**config.mk**
```make
export PLATFORM = sky130hd
export DESIGN_NAME = bearing_station_stepper_unit
export DESIGN_NICKNAME = d
export VERILOG_FILES = /design/src/rtl/bss_pkg.sv /design/src/rtl/bearing_station_stepper_unit.sv /design/src/rtl/bss_ctrl.sv /design/src/rtl/bss_dp.sv
export SDC_FILE = /design/constraint.sdc
export NUM_CORES = 2
export LEC_CHECK = 0
export BUFFER_PORTS_ARGS = -buffer_cell sky130_fd_sc_hd__buf_2
export CAP_MARGIN = 20
export CELL_PAD_IN_SITES_DETAIL_PLACEMENT = 1
export CELL_PAD_IN_SITES_GLOBAL_PLACEMENT = 1
export CORE_ASPECT_RATIO = 1.2
export CORE_MARGIN = 5
export CORE_UTILIZATION = 40
export DETAILED_ROUTE_END_ITERATION = 10
export MAX_ROUTING_LAYER = met4
export PLACE_DENSITY = 0.75
export SETUP_SLACK_MARGIN = 0.2
export SLEW_MARGIN = 40
export SYNTH_ARGS = -nofsm -noshare
export SYNTH_HDL_FRONTEND = slang
export SYNTH_SLANG_ARGS = --single-unit
```
**constraint.sdc**
```tcl
create_clock -name aclk -period 35.7 [get_ports aclk]
set_clock_uncertainty 0.2 [all_clocks]
set_input_delay 3.57 -clock aclk [delete_from_list [all_inputs] [get_ports aclk]]
set_output_delay 3.57 -clock aclk [all_outputs]
set_load 0.01 [all_outputs]
```
**src/rtl/bss_pkg.sv**
```systemverilog
package bss_pkg;

    // Field widths
    localparam int EastW   = 40;
    localparam int DistW   = 32;
    localparam int BearW   = 25;
    localparam int IntW    = 16;
    localparam int IdxW    = 6;
    localparam int CntW    = 7;
    localparam int InDataW = 144;
    localparam int OutDataW = 96;
    localparam int MulAW   = 35;
    localparam int MulBW   = 32;
    localparam int MulPW   = MulAW + MulBW;

    // Defaults for the top-level parameters
    localparam int MaxStationsDefault = 64;
    localparam int CordicStepsDefault = 32;

    localparam logic [IntW-1:0] IntervalReset = 16'd10;

    // Angle constants, degrees times 65536 and Q61 radians
    localparam logic [BearW-1:0] Deg90  = 25'd5898240;
    localparam logic [BearW-1:0] Deg180 = 25'd11796480;
    localparam logic [BearW-1:0] Deg270 = 25'd17694720;
    localparam logic [BearW-1:0] Deg360 = 25'd23592960;
    localparam logic [63:0] PiQ61        = 64'h6487ED5110B4611A;
    localparam logic [63:0] QuarterPiQ61 = 64'h1921FB54442D1846;
    localparam logic [63:0] GainQ61      = 64'd1400229935014726477;
    localparam logic [63:0] DegToRad     = PiQ61 / 64'd180;

    // atan(2^-i) in Q61 from its power series, pi/4 for i = 0
    function automatic logic [63:0] atan_q61(input int i);
        logic [63:0] sum;
        logic [63:0] t;
        int e;
        sum = 64'd0;
        if (i == 0) begin
            sum = QuarterPiQ61;
        end else begin
            for (int k = 0; k < 64; k++) begin
                e = i * (2 * k + 1);
                if (e <= 61) begin
                    t = (64'd1 << (61 - e)) / 64'(2 * k + 1);
                    if (k % 2 == 1) sum = sum - t;
                    else sum = sum + t;
                end
            end
        end
        return sum;
    endfunction

    // Controller states
    typedef enum logic [9:0] {
        ST_IDLE  = 10'b0000000001,
        ST_MULH  = 10'b0000000010,
        ST_MULL  = 10'b0000000100,
        ST_ZINIT = 10'b0000001000,
        ST_CORD  = 10'b0000010000,
        ST_DIV   = 10'b0000100000,
        ST_SCE   = 10'b0001000000,
        ST_SCN   = 10'b0010000000,
        ST_FIN   = 10'b0100000000,
        ST_EMIT  = 10'b1000000000
    } state_t;

    typedef struct packed {
        logic            load;
        logic            mul_hi;
        logic            mul_lo;
        logic            z_init;
        logic            cordic;
        logic            div;
        logic            scale_e;
        logic            scale_n;
        logic            finish;
        logic            emit;
        logic [IdxW-1:0] idx;
    } cmd_t;

    typedef struct packed {
        logic out_free;
        logic last_now;
    } status_t;

endpackage

```
**src/rtl/bearing_station_stepper_unit.sv**
```systemverilog
// Channel  | Direction | Handshake            | Payload
// s_       | in        | s_tvalid / s_tready  | s_tdata: line start, distance, bearing
// m_       | out       | m_tvalid / m_tready  | m_tdata, m_tuser, m_tlast: one station
// cfg_     | in        | cfg_valid / cfg_ready| cfg_data: interval_size
//
// A line runs through load, two multiply steps (MULH, MULL), ZINIT, the CORDIC loop,
// the bit-serial divider, two scale steps (SCE, SCN) and FIN; then the output
// register takes one station per cycle when not stalled; n = 1..MAX_STATIONS stations.
// Reset (aresetn low, synchronous) returns to idle, drops m_tvalid, interval 10.
// m_tready low stalls emission; a new line is taken once the last station is in
// the output register.
module bearing_station_stepper_unit
    import bss_pkg::*;
#(
    parameter int MAX_STATIONS = MaxStationsDefault,
    parameter int CORDIC_STEPS = CordicStepsDefault
) (
    input  logic                aclk,
    input  logic                aresetn,
    input  logic                s_tvalid,
    output logic                s_tready,
    // start_easting[39:0], start_northing[79:40], line_distance[111:80],
    // bearing[136:112], zero pad
    input  logic [InDataW-1:0]  s_tdata,
    output logic                m_tvalid,
    input  logic                m_tready,
    // station_easting[39:0], station_northing[79:40], station_index[85:80],
    // station_count[92:86], zero pad
    output logic [OutDataW-1:0] m_tdata,
    // count_saturated[0]
    output logic                m_tuser,
    output logic                m_tlast,
    input  logic                cfg_valid,
    output logic                cfg_ready,
    input  logic [IntW-1:0]     cfg_data
);

    cmd_t    cmd;
    status_t st;

    assign cfg_ready = 1'b1;

    bss_ctrl #(.CORDIC_STEPS(CORDIC_STEPS)) u_ctrl (
        .aclk     (aclk),
        .aresetn  (aresetn),
        .s_tvalid (s_tvalid),
        .s_tready (s_tready),
        .st       (st),
        .cmd      (cmd)
    );

    bss_dp #(
        .MAX_STATIONS (MAX_STATIONS),
        .CORDIC_STEPS (CORDIC_STEPS)
    ) u_dp (
        .aclk      (aclk),
        .aresetn   (aresetn),
        .s_tdata   (s_tdata),
        .cfg_valid (cfg_valid),
        .cfg_data  (cfg_data),
        .m_tdata   (m_tdata),
        .m_tuser   (m_tuser),
        .m_tlast   (m_tlast),
        .m_tvalid  (m_tvalid),
        .m_tready  (m_tready),
        .cmd       (cmd),
        .st        (st)
    );

endmodule

```
**src/rtl/bss_ctrl.sv**
```systemverilog
module bss_ctrl
    import bss_pkg::*;
#(
    parameter int CORDIC_STEPS = CordicStepsDefault
) (
    input  logic    aclk,
    input  logic    aresetn,
    input  logic    s_tvalid,
    output logic    s_tready,
    input  status_t st,
    output cmd_t    cmd
);

    state_t          state_reg, state_next;
    logic [IdxW-1:0] cnt_reg, cnt_next;

    localparam logic [IdxW-1:0] CordLast = IdxW'(CORDIC_STEPS - 1);
    localparam logic [IdxW-1:0] DivLast  = IdxW'(DistW - 1);

    assign s_tready = (state_reg == ST_IDLE);

    // Sequence one line through the datapath
    always_comb begin
        state_next = state_reg;
        cnt_next   = cnt_reg;
        cmd        = '0;
        cmd.idx    = cnt_reg;
        case (state_reg)
            ST_IDLE: begin
                if (s_tvalid) begin
                    cmd.load   = 1'b1;
                    state_next = ST_MULH;
                end
            end
            ST_MULH: begin
                cmd.mul_hi = 1'b1;
                state_next = ST_MULL;
            end
            ST_MULL: begin
                cmd.mul_lo = 1'b1;
                state_next = ST_ZINIT;
            end
            ST_ZINIT: begin
                cmd.z_init = 1'b1;
                cnt_next   = '0;
                state_next = ST_CORD;
            end
            ST_CORD: begin
                cmd.cordic = 1'b1;
                if (cnt_reg == CordLast) begin
                    cnt_next   = '0;
                    state_next = ST_DIV;
                end else begin
                    cnt_next = cnt_reg + 1'b1;
                end
            end
            ST_DIV: begin
                cmd.div = 1'b1;
                if (cnt_reg == DivLast) begin
                    cnt_next   = '0;
                    state_next = ST_SCE;
                end else begin
                    cnt_next = cnt_reg + 1'b1;
                end
            end
            ST_SCE: begin
                cmd.scale_e = 1'b1;
                state_next  = ST_SCN;
            end
            ST_SCN: begin
                cmd.scale_n = 1'b1;
                state_next  = ST_FIN;
            end
            ST_FIN: begin
                cmd.finish = 1'b1;
                cnt_next   = '0;
                state_next = ST_EMIT;
            end
            ST_EMIT: begin
                if (st.out_free) begin
                    cmd.emit = 1'b1;
                    cnt_next = cnt_reg + 1'b1;
                    if (st.last_now) state_next = ST_IDLE;
                end
            end
            default: begin
                state_next = ST_IDLE;
            end
        endcase
    end

    always_ff @(posedge aclk) begin
        if (!aresetn) begin
            state_reg <= ST_IDLE;
            cnt_reg   <= '0;
        end else begin
            state_reg <= state_next;
            cnt_reg   <= cnt_next;
        end
    end

endmodule

```
**src/rtl/bss_dp.sv**
```systemverilog
module bss_dp
    import bss_pkg::*;
#(
    parameter int MAX_STATIONS = MaxStationsDefault,
    parameter int CORDIC_STEPS = CordicStepsDefault
) (
    input  logic                aclk,
    input  logic                aresetn,
    input  logic [InDataW-1:0]  s_tdata,
    input  logic                cfg_valid,
    input  logic [IntW-1:0]     cfg_data,
    output logic [OutDataW-1:0] m_tdata,
    output logic                m_tuser,
    output logic                m_tlast,
    output logic                m_tvalid,
    input  logic                m_tready,
    input  cmd_t                cmd,
    output status_t             st
);

    localparam int AtW = (CORDIC_STEPS > 1) ? $clog2(CORDIC_STEPS) : 1;
    localparam logic [CntW-1:0] MaxCnt = CntW'(MAX_STATIONS);

    // Arctangent table
    logic [63:0] atan_tab [CORDIC_STEPS];
    for (genvar g = 0; g < CORDIC_STEPS; g++) begin : g_atan
        assign atan_tab[g] = atan_q61(g);
    end

    logic [IntW-1:0]  interval_reg;
    logic [EastW-1:0] run_e_reg, run_n_reg, step_e_reg, step_n_reg;
    logic [1:0]       quad_reg;
    logic [22:0]      r_reg;
    logic [63:0]      x_reg, y_reg, z_reg, zhi_reg;
    logic [MulPW-1:0] prod_reg;
    logic [DistW-1:0] dvd_reg;
    logic [25:0]      rem_reg;
    logic             neg_reg;
    logic [CntW-1:0]  count_reg;
    logic             sat_reg;
    logic [EastW-1:0] out_e_reg, out_n_reg;
    logic [IdxW-1:0]  out_idx_reg;
    logic [CntW-1:0]  out_cnt_reg;
    logic             out_sat_reg, out_last_reg, out_valid_reg;

    // Configuration register
    always_ff @(posedge aclk) begin
        if (!aresetn) interval_reg <= IntervalReset;
        else if (cfg_valid) interval_reg <= cfg_data;
    end

    // Bearing reduction and quadrant split
    logic [BearW-1:0] b_in, b_red, r_full;
    logic [1:0]       quad_in;
    always_comb begin
        b_in  = s_tdata[136:112];
        b_red = (b_in >= Deg360) ? b_in - Deg360 : b_in;
        if (b_red < Deg90) begin
            quad_in = 2'd0; r_full = b_red;
        end else if (b_red < Deg180) begin
            quad_in = 2'd1; r_full = b_red - Deg90;
        end else if (b_red < Deg270) begin
            quad_in = 2'd2; r_full = b_red - Deg180;
        end else begin
            quad_in = 2'd3; r_full = b_red - Deg270;
        end
    end

    // Quadrant mapping of sin and cos
    logic [63:0] s_v, c_v, v_sel, mag;
    always_comb begin
        case (quad_reg)
            2'd0: begin s_v = y_reg;         c_v = x_reg;         end
            2'd1: begin s_v = x_reg;         c_v = 64'd0 - y_reg; end
            2'd2: begin s_v = 64'd0 - y_reg; c_v = 64'd0 - x_reg; end
            default: begin s_v = 64'd0 - x_reg; c_v = y_reg; end
        endcase
        v_sel = cmd.scale_e ? s_v : c_v;
        mag   = v_sel[63] ? 64'd0 - v_sel : v_sel;
    end

    // Shared multiplier operands
    logic [MulAW-1:0] mul_a;
    logic [MulBW-1:0] mul_b;
    always_comb begin
        if (cmd.scale_e || cmd.scale_n) begin
            mul_a = mag[63:29];
            mul_b = {{(MulBW-IntW){1'b0}}, interval_reg};
        end else begin
            mul_a = {{(MulAW-23){1'b0}}, r_reg};
            mul_b = cmd.mul_hi ? DegToRad[63:32] : DegToRad[31:0];
        end
    end

    // Round the scaled product and restore its sign
    logic [63:0]      rnd;
    logic [EastW-1:0] step_val;
    always_comb begin
        rnd      = (prod_reg[63:0] + 64'd2097152) >> 22;
        step_val = neg_reg ? EastW'(64'd0 - rnd) : rnd[EastW-1:0];
    end

    // CORDIC rotation step
    logic [63:0] xs, ys, at;
    always_comb begin
        xs = $unsigned($signed(x_reg) >>> cmd.idx);
        ys = $unsigned($signed(y_reg) >>> cmd.idx);
        at = atan_tab[cmd.idx[AtW-1:0]];
    end

    // Restoring divider step
    logic [26:0] rem_sh;
    logic [25:0] divisor;
    logic        q_bit;
    always_comb begin
        divisor = {interval_reg, 10'd0};
        rem_sh  = {rem_reg, dvd_reg[DistW-1]};
        q_bit   = (rem_sh >= {1'b0, divisor});
    end

    // Station count after saturation
    logic [CntW-1:0] n_st;
    always_comb begin
        n_st        = (count_reg == '0) ? CntW'(1) : count_reg;
        st.last_now = ({1'b0, cmd.idx} + 1'b1) == n_st;
        st.out_free = !out_valid_reg || m_tready;
    end

    // Datapath registers
    always_ff @(posedge aclk) begin
        if (cmd.load) begin
            run_e_reg <= s_tdata[39:0];
            run_n_reg <= s_tdata[79:40];
            dvd_reg   <= s_tdata[111:80];
            rem_reg   <= '0;
            quad_reg  <= quad_in;
            r_reg     <= r_full[22:0];
        end
        if (cmd.mul_hi || cmd.mul_lo || cmd.scale_e || cmd.scale_n) begin
            prod_reg <= mul_a * mul_b;
        end
        if (cmd.mul_lo) zhi_reg <= {prod_reg[47:0], 16'd0};
        if (cmd.z_init) begin
            z_reg <= zhi_reg + {16'd0, prod_reg[63:16]};
            x_reg <= GainQ61;
            y_reg <= 64'd0;
        end
        if (cmd.cordic) begin
            if (!z_reg[63]) begin
                x_reg <= x_reg - ys; y_reg <= y_reg + xs; z_reg <= z_reg - at;
            end else begin
                x_reg <= x_reg + ys; y_reg <= y_reg - xs; z_reg <= z_reg + at;
            end
        end
        if (cmd.div) begin
            rem_reg <= q_bit ? 26'(rem_sh - {1'b0, divisor}) : rem_sh[25:0];
            dvd_reg <= {dvd_reg[DistW-2:0], q_bit};
        end
        if (cmd.scale_e || cmd.scale_n) neg_reg <= v_sel[63];
        if (cmd.scale_n) step_e_reg <= step_val;
        if (cmd.finish) begin
            step_n_reg <= step_val;
            if (dvd_reg > DistW'(MAX_STATIONS)) begin
                count_reg <= MaxCnt;
                sat_reg   <= 1'b1;
            end else begin
                count_reg <= dvd_reg[CntW-1:0];
                sat_reg   <= 1'b0;
            end
        end
        if (cmd.emit) begin
            out_e_reg    <= run_e_reg;
            out_n_reg    <= run_n_reg;
            out_idx_reg  <= cmd.idx;
            out_cnt_reg  <= count_reg;
            out_sat_reg  <= sat_reg;
            out_last_reg <= st.last_now;
            run_e_reg    <= run_e_reg + step_e_reg;
            run_n_reg    <= run_n_reg + step_n_reg;
        end
    end

    // Output valid
    always_ff @(posedge aclk) begin
        if (!aresetn) out_valid_reg <= 1'b0;
        else if (cmd.emit) out_valid_reg <= 1'b1;
        else if (m_tready) out_valid_reg <= 1'b0;
    end

    assign m_tvalid = out_valid_reg;
    assign m_tdata  = {3'd0, out_cnt_reg, out_idx_reg, out_n_reg, out_e_reg};
    assign m_tuser  = out_sat_reg;
    assign m_tlast  = out_last_reg;

endmodule

```
==> results.md <==
- Crit path capture type: flip-flop
- Post-synth ARST share: 0%
- Reg clk slew, reported paths: 0.06 ns
- Fin cells: 13380
- Pre-CTS setup slack: 21.04 ns
- Slew headroom: 33.71%
- Max incr delay on CP: 0.89 ns
- CP max-delay cell: nor3_1
- I/O Buffers: 254
- CP Data Arrival Time: 15.38 ns
- LEAKAGE: 42.17 nW
- Final WS setup: 20.58 ns
- Routed wire length: 361500 um
- CP most frequent cell: fa_1
- Via count: 81550
- Die X: 446.7 um
- Commonest non-fill, non-tap cell in the layout: inv_1
- Hold Crit Class: reg -> reg
- # clock sinks: 684
- Initial Util: 40.15%
- Fmax: 0.06615 GHz
- Hold slack: 0.2184 ns
- Worst skew pair latency: 0.75 ns
- Number of flops mapped to enable cells by yosys: 651
- Register Area: 20230 um^2
- DP Area: 96530 um^2
- Setup bufs post-CTS: 0
- Final Critical Period: 15.12 ns
- Max Buffers Root-to-Sink: 3
- Vias in the first global route: 85970
- Largest net degree at the start of global routing: 146
- Finish-stage setup viols: 0
- Routed wire length per instance: 27.01 um
- Most frequent cells in the layout: 1003 x inv_1, 984 x nor2_1, 912 x nand2_1
- Delay-heaviest family, CP: compound AO/OA/AOI/OAI gates
- WHS Path Cells: 0
- Tot Pwr: 8.832 mW
- Drt first pass iters: 6
- CP Class: reg -> reg
- Dpl cells: 13210
- Main synth FF type: edfxtp_1
- Worst vdd ir: 0.0002325 V
- Layout cells sized above 1: 10.30%
- Flop and latch count out of synthesis: 684
- TritonCTS clock tree: yes
- CP max FO: 55
- Worst-Margin Slew: 0.9883 ns
- Global-route wire length before repair: 540400 um
- Final Hold Viols: 0
- Initial antenna violation count: 18
- FF-to-FF path depth: 44
- Gpl congestion: 1.041
- Max Slew Vio Count: 0
- Outcome: finished clean
- Ports: 266
- Period Utilization, post-route: 42.34%
- Setup tns final: 0 ns
- PD cells: 88.55 nW/um^2
- Chip height: 534.0 um
- Mapped Area: 91530 um^2
- CTS buffer count: 85
- Core Util, Final: 43.75%
- Mean Syn Cell Area: 8.947 um^2
- CP Data Required Time: 35.97 ns
- Overflow after GRT: 0
- Number of placement rows: 192
- CTS Hold Bufs: 0
- Layout fillers: 26450
- Root Buffer: clkbuf_16
- Gr usage total: 30.42%
- Post-CTS Resized: 0
- Mapped Cells: 10230
- Core Area: 228000 um^2
- Number of distinct library cells after synthesis: 101
- Post-route ant nets: 0
- Crit path depth: 44
- RSZ-0062 raised after global routing: no
- CP Buf/Inv Count: 10
- DIE AREA: 238500 um^2
- H-tree Lvls: 3
- Maximum Capacitance Violations: 0
- 1st-iter DRT viols: 6792
- Startpoint Class: flip-flop
- Final-stage net count: 11890
- Yosys warning count: 0
- Post-DP HPWL: 287300 um
- Syn-to-layout area delta: 8.965%
- Routed vias/inst: 6.093
- Multi-input combinational cell area: 66060 um^2
- # DRC: 0
- Finished layout cell area: 99730 um^2
- Sequential share of the synthesized area: 22.08%
==> where the power goes <==
| part | internal [mW] | switching (mW) | total, mW |
|---|---|---|---|
| combinational | 2.53 | 4.03 | 6.56 |
| clock | 0.534 | 0.403 | 0.937 |
| sequential | 1.22 | 0.108 | 1.33 |
==> layout make-up <==
| class | instances | share of cell area [%] |
|---|---|---|
| sequential | 684 | 20.28 |
| clock inverter | 57 | 0.8092 |
| inverter | 1017 | 3.844 |
| timing repair buffer | 436 | 2.848 |
| tap | 3007 | 3.772 |
| multi-input combinational | 8072 | 66.23 |
| clock buffer | 97 | 2.178 |
| antenna | 13 | 0.03262 |
==> worst paths after layout <==
| check | from | endpoint | slack (ns) |
|---|---|---|---|
| hold / removal | u_dp.prod_reg[6] | u_dp.zhi_reg[22] | 0.22 |
| setup reg to reg | u_dp.quad_reg[1] | u_dp.prod_reg[38] | 20.58 |
| setup / recovery | u_dp.quad_reg[1] | u_dp.prod_reg[38] | 20.58 |
| hold reg to reg | u_dp.prod_reg[6] | u_dp.zhi_reg[22] | 0.22 |
==> per-layer routing <==
layer | vias to the layer above | part of all wire (%) | GRT usage, %
met2 | 3267 | 47 | 49.19
met3 | 1038 | 6.7 | 4.556
met1 | 41370 | 39 | 36.16
met4 | 0 | 7.4 | 17.65
met5 | - | 0 | -
li1 | 35870 | - | -
==> kinds of logic (layout without fill, tap and decap cells) <==
family | count (synthesis) | count (layout) | share of synthesized area, %
muxes | 444 | 444 | 7.736
AOI/OAI and AO/OA | 2264 | 2264 | 15.50
xor gates and xnor gates | 738 | 738 | 7.095
other | 2 | 101 | 0.008205
DFF | 684 | 684 | 22.08
adders and majority gates | 1429 | 1429 | 25.18
buffers and inverters | 1560 | 1607 | 6.527
and+or+nand+nor | 3109 | 3109 | 15.87
==> synth_stat cells (97+ instances only) <==
master | n | area [um^2]
inv_1 | 1010 | 3791
nor2_1 | 993 | 3727
nand2_1 | 918 | 3446
ha_1 | 741 | 9271
fa_1 | 688 | 13770
edfxtp_1 | 651 | 19550
o21ai_0 | 611 | 3058
a21oi_1 | 609 | 3048
xnor2_1 | 414 | 3626
clkbuf_1 | 408 | 1531
xor2_1 | 320 | 2803
a21o_1 | 239 | 1794
mux4_2 | 204 | 4594
nand3_1 | 192 | 960.9
mux2i_1 | 173 | 1732
nor3_1 | 161 | 805.8
nand2b_1 | 120 | 750.7
a31oi_1 | 110 | 688.2
and2_1 | 97 | 606.8
No activity file was read; power rests on OpenSTA's default activity.
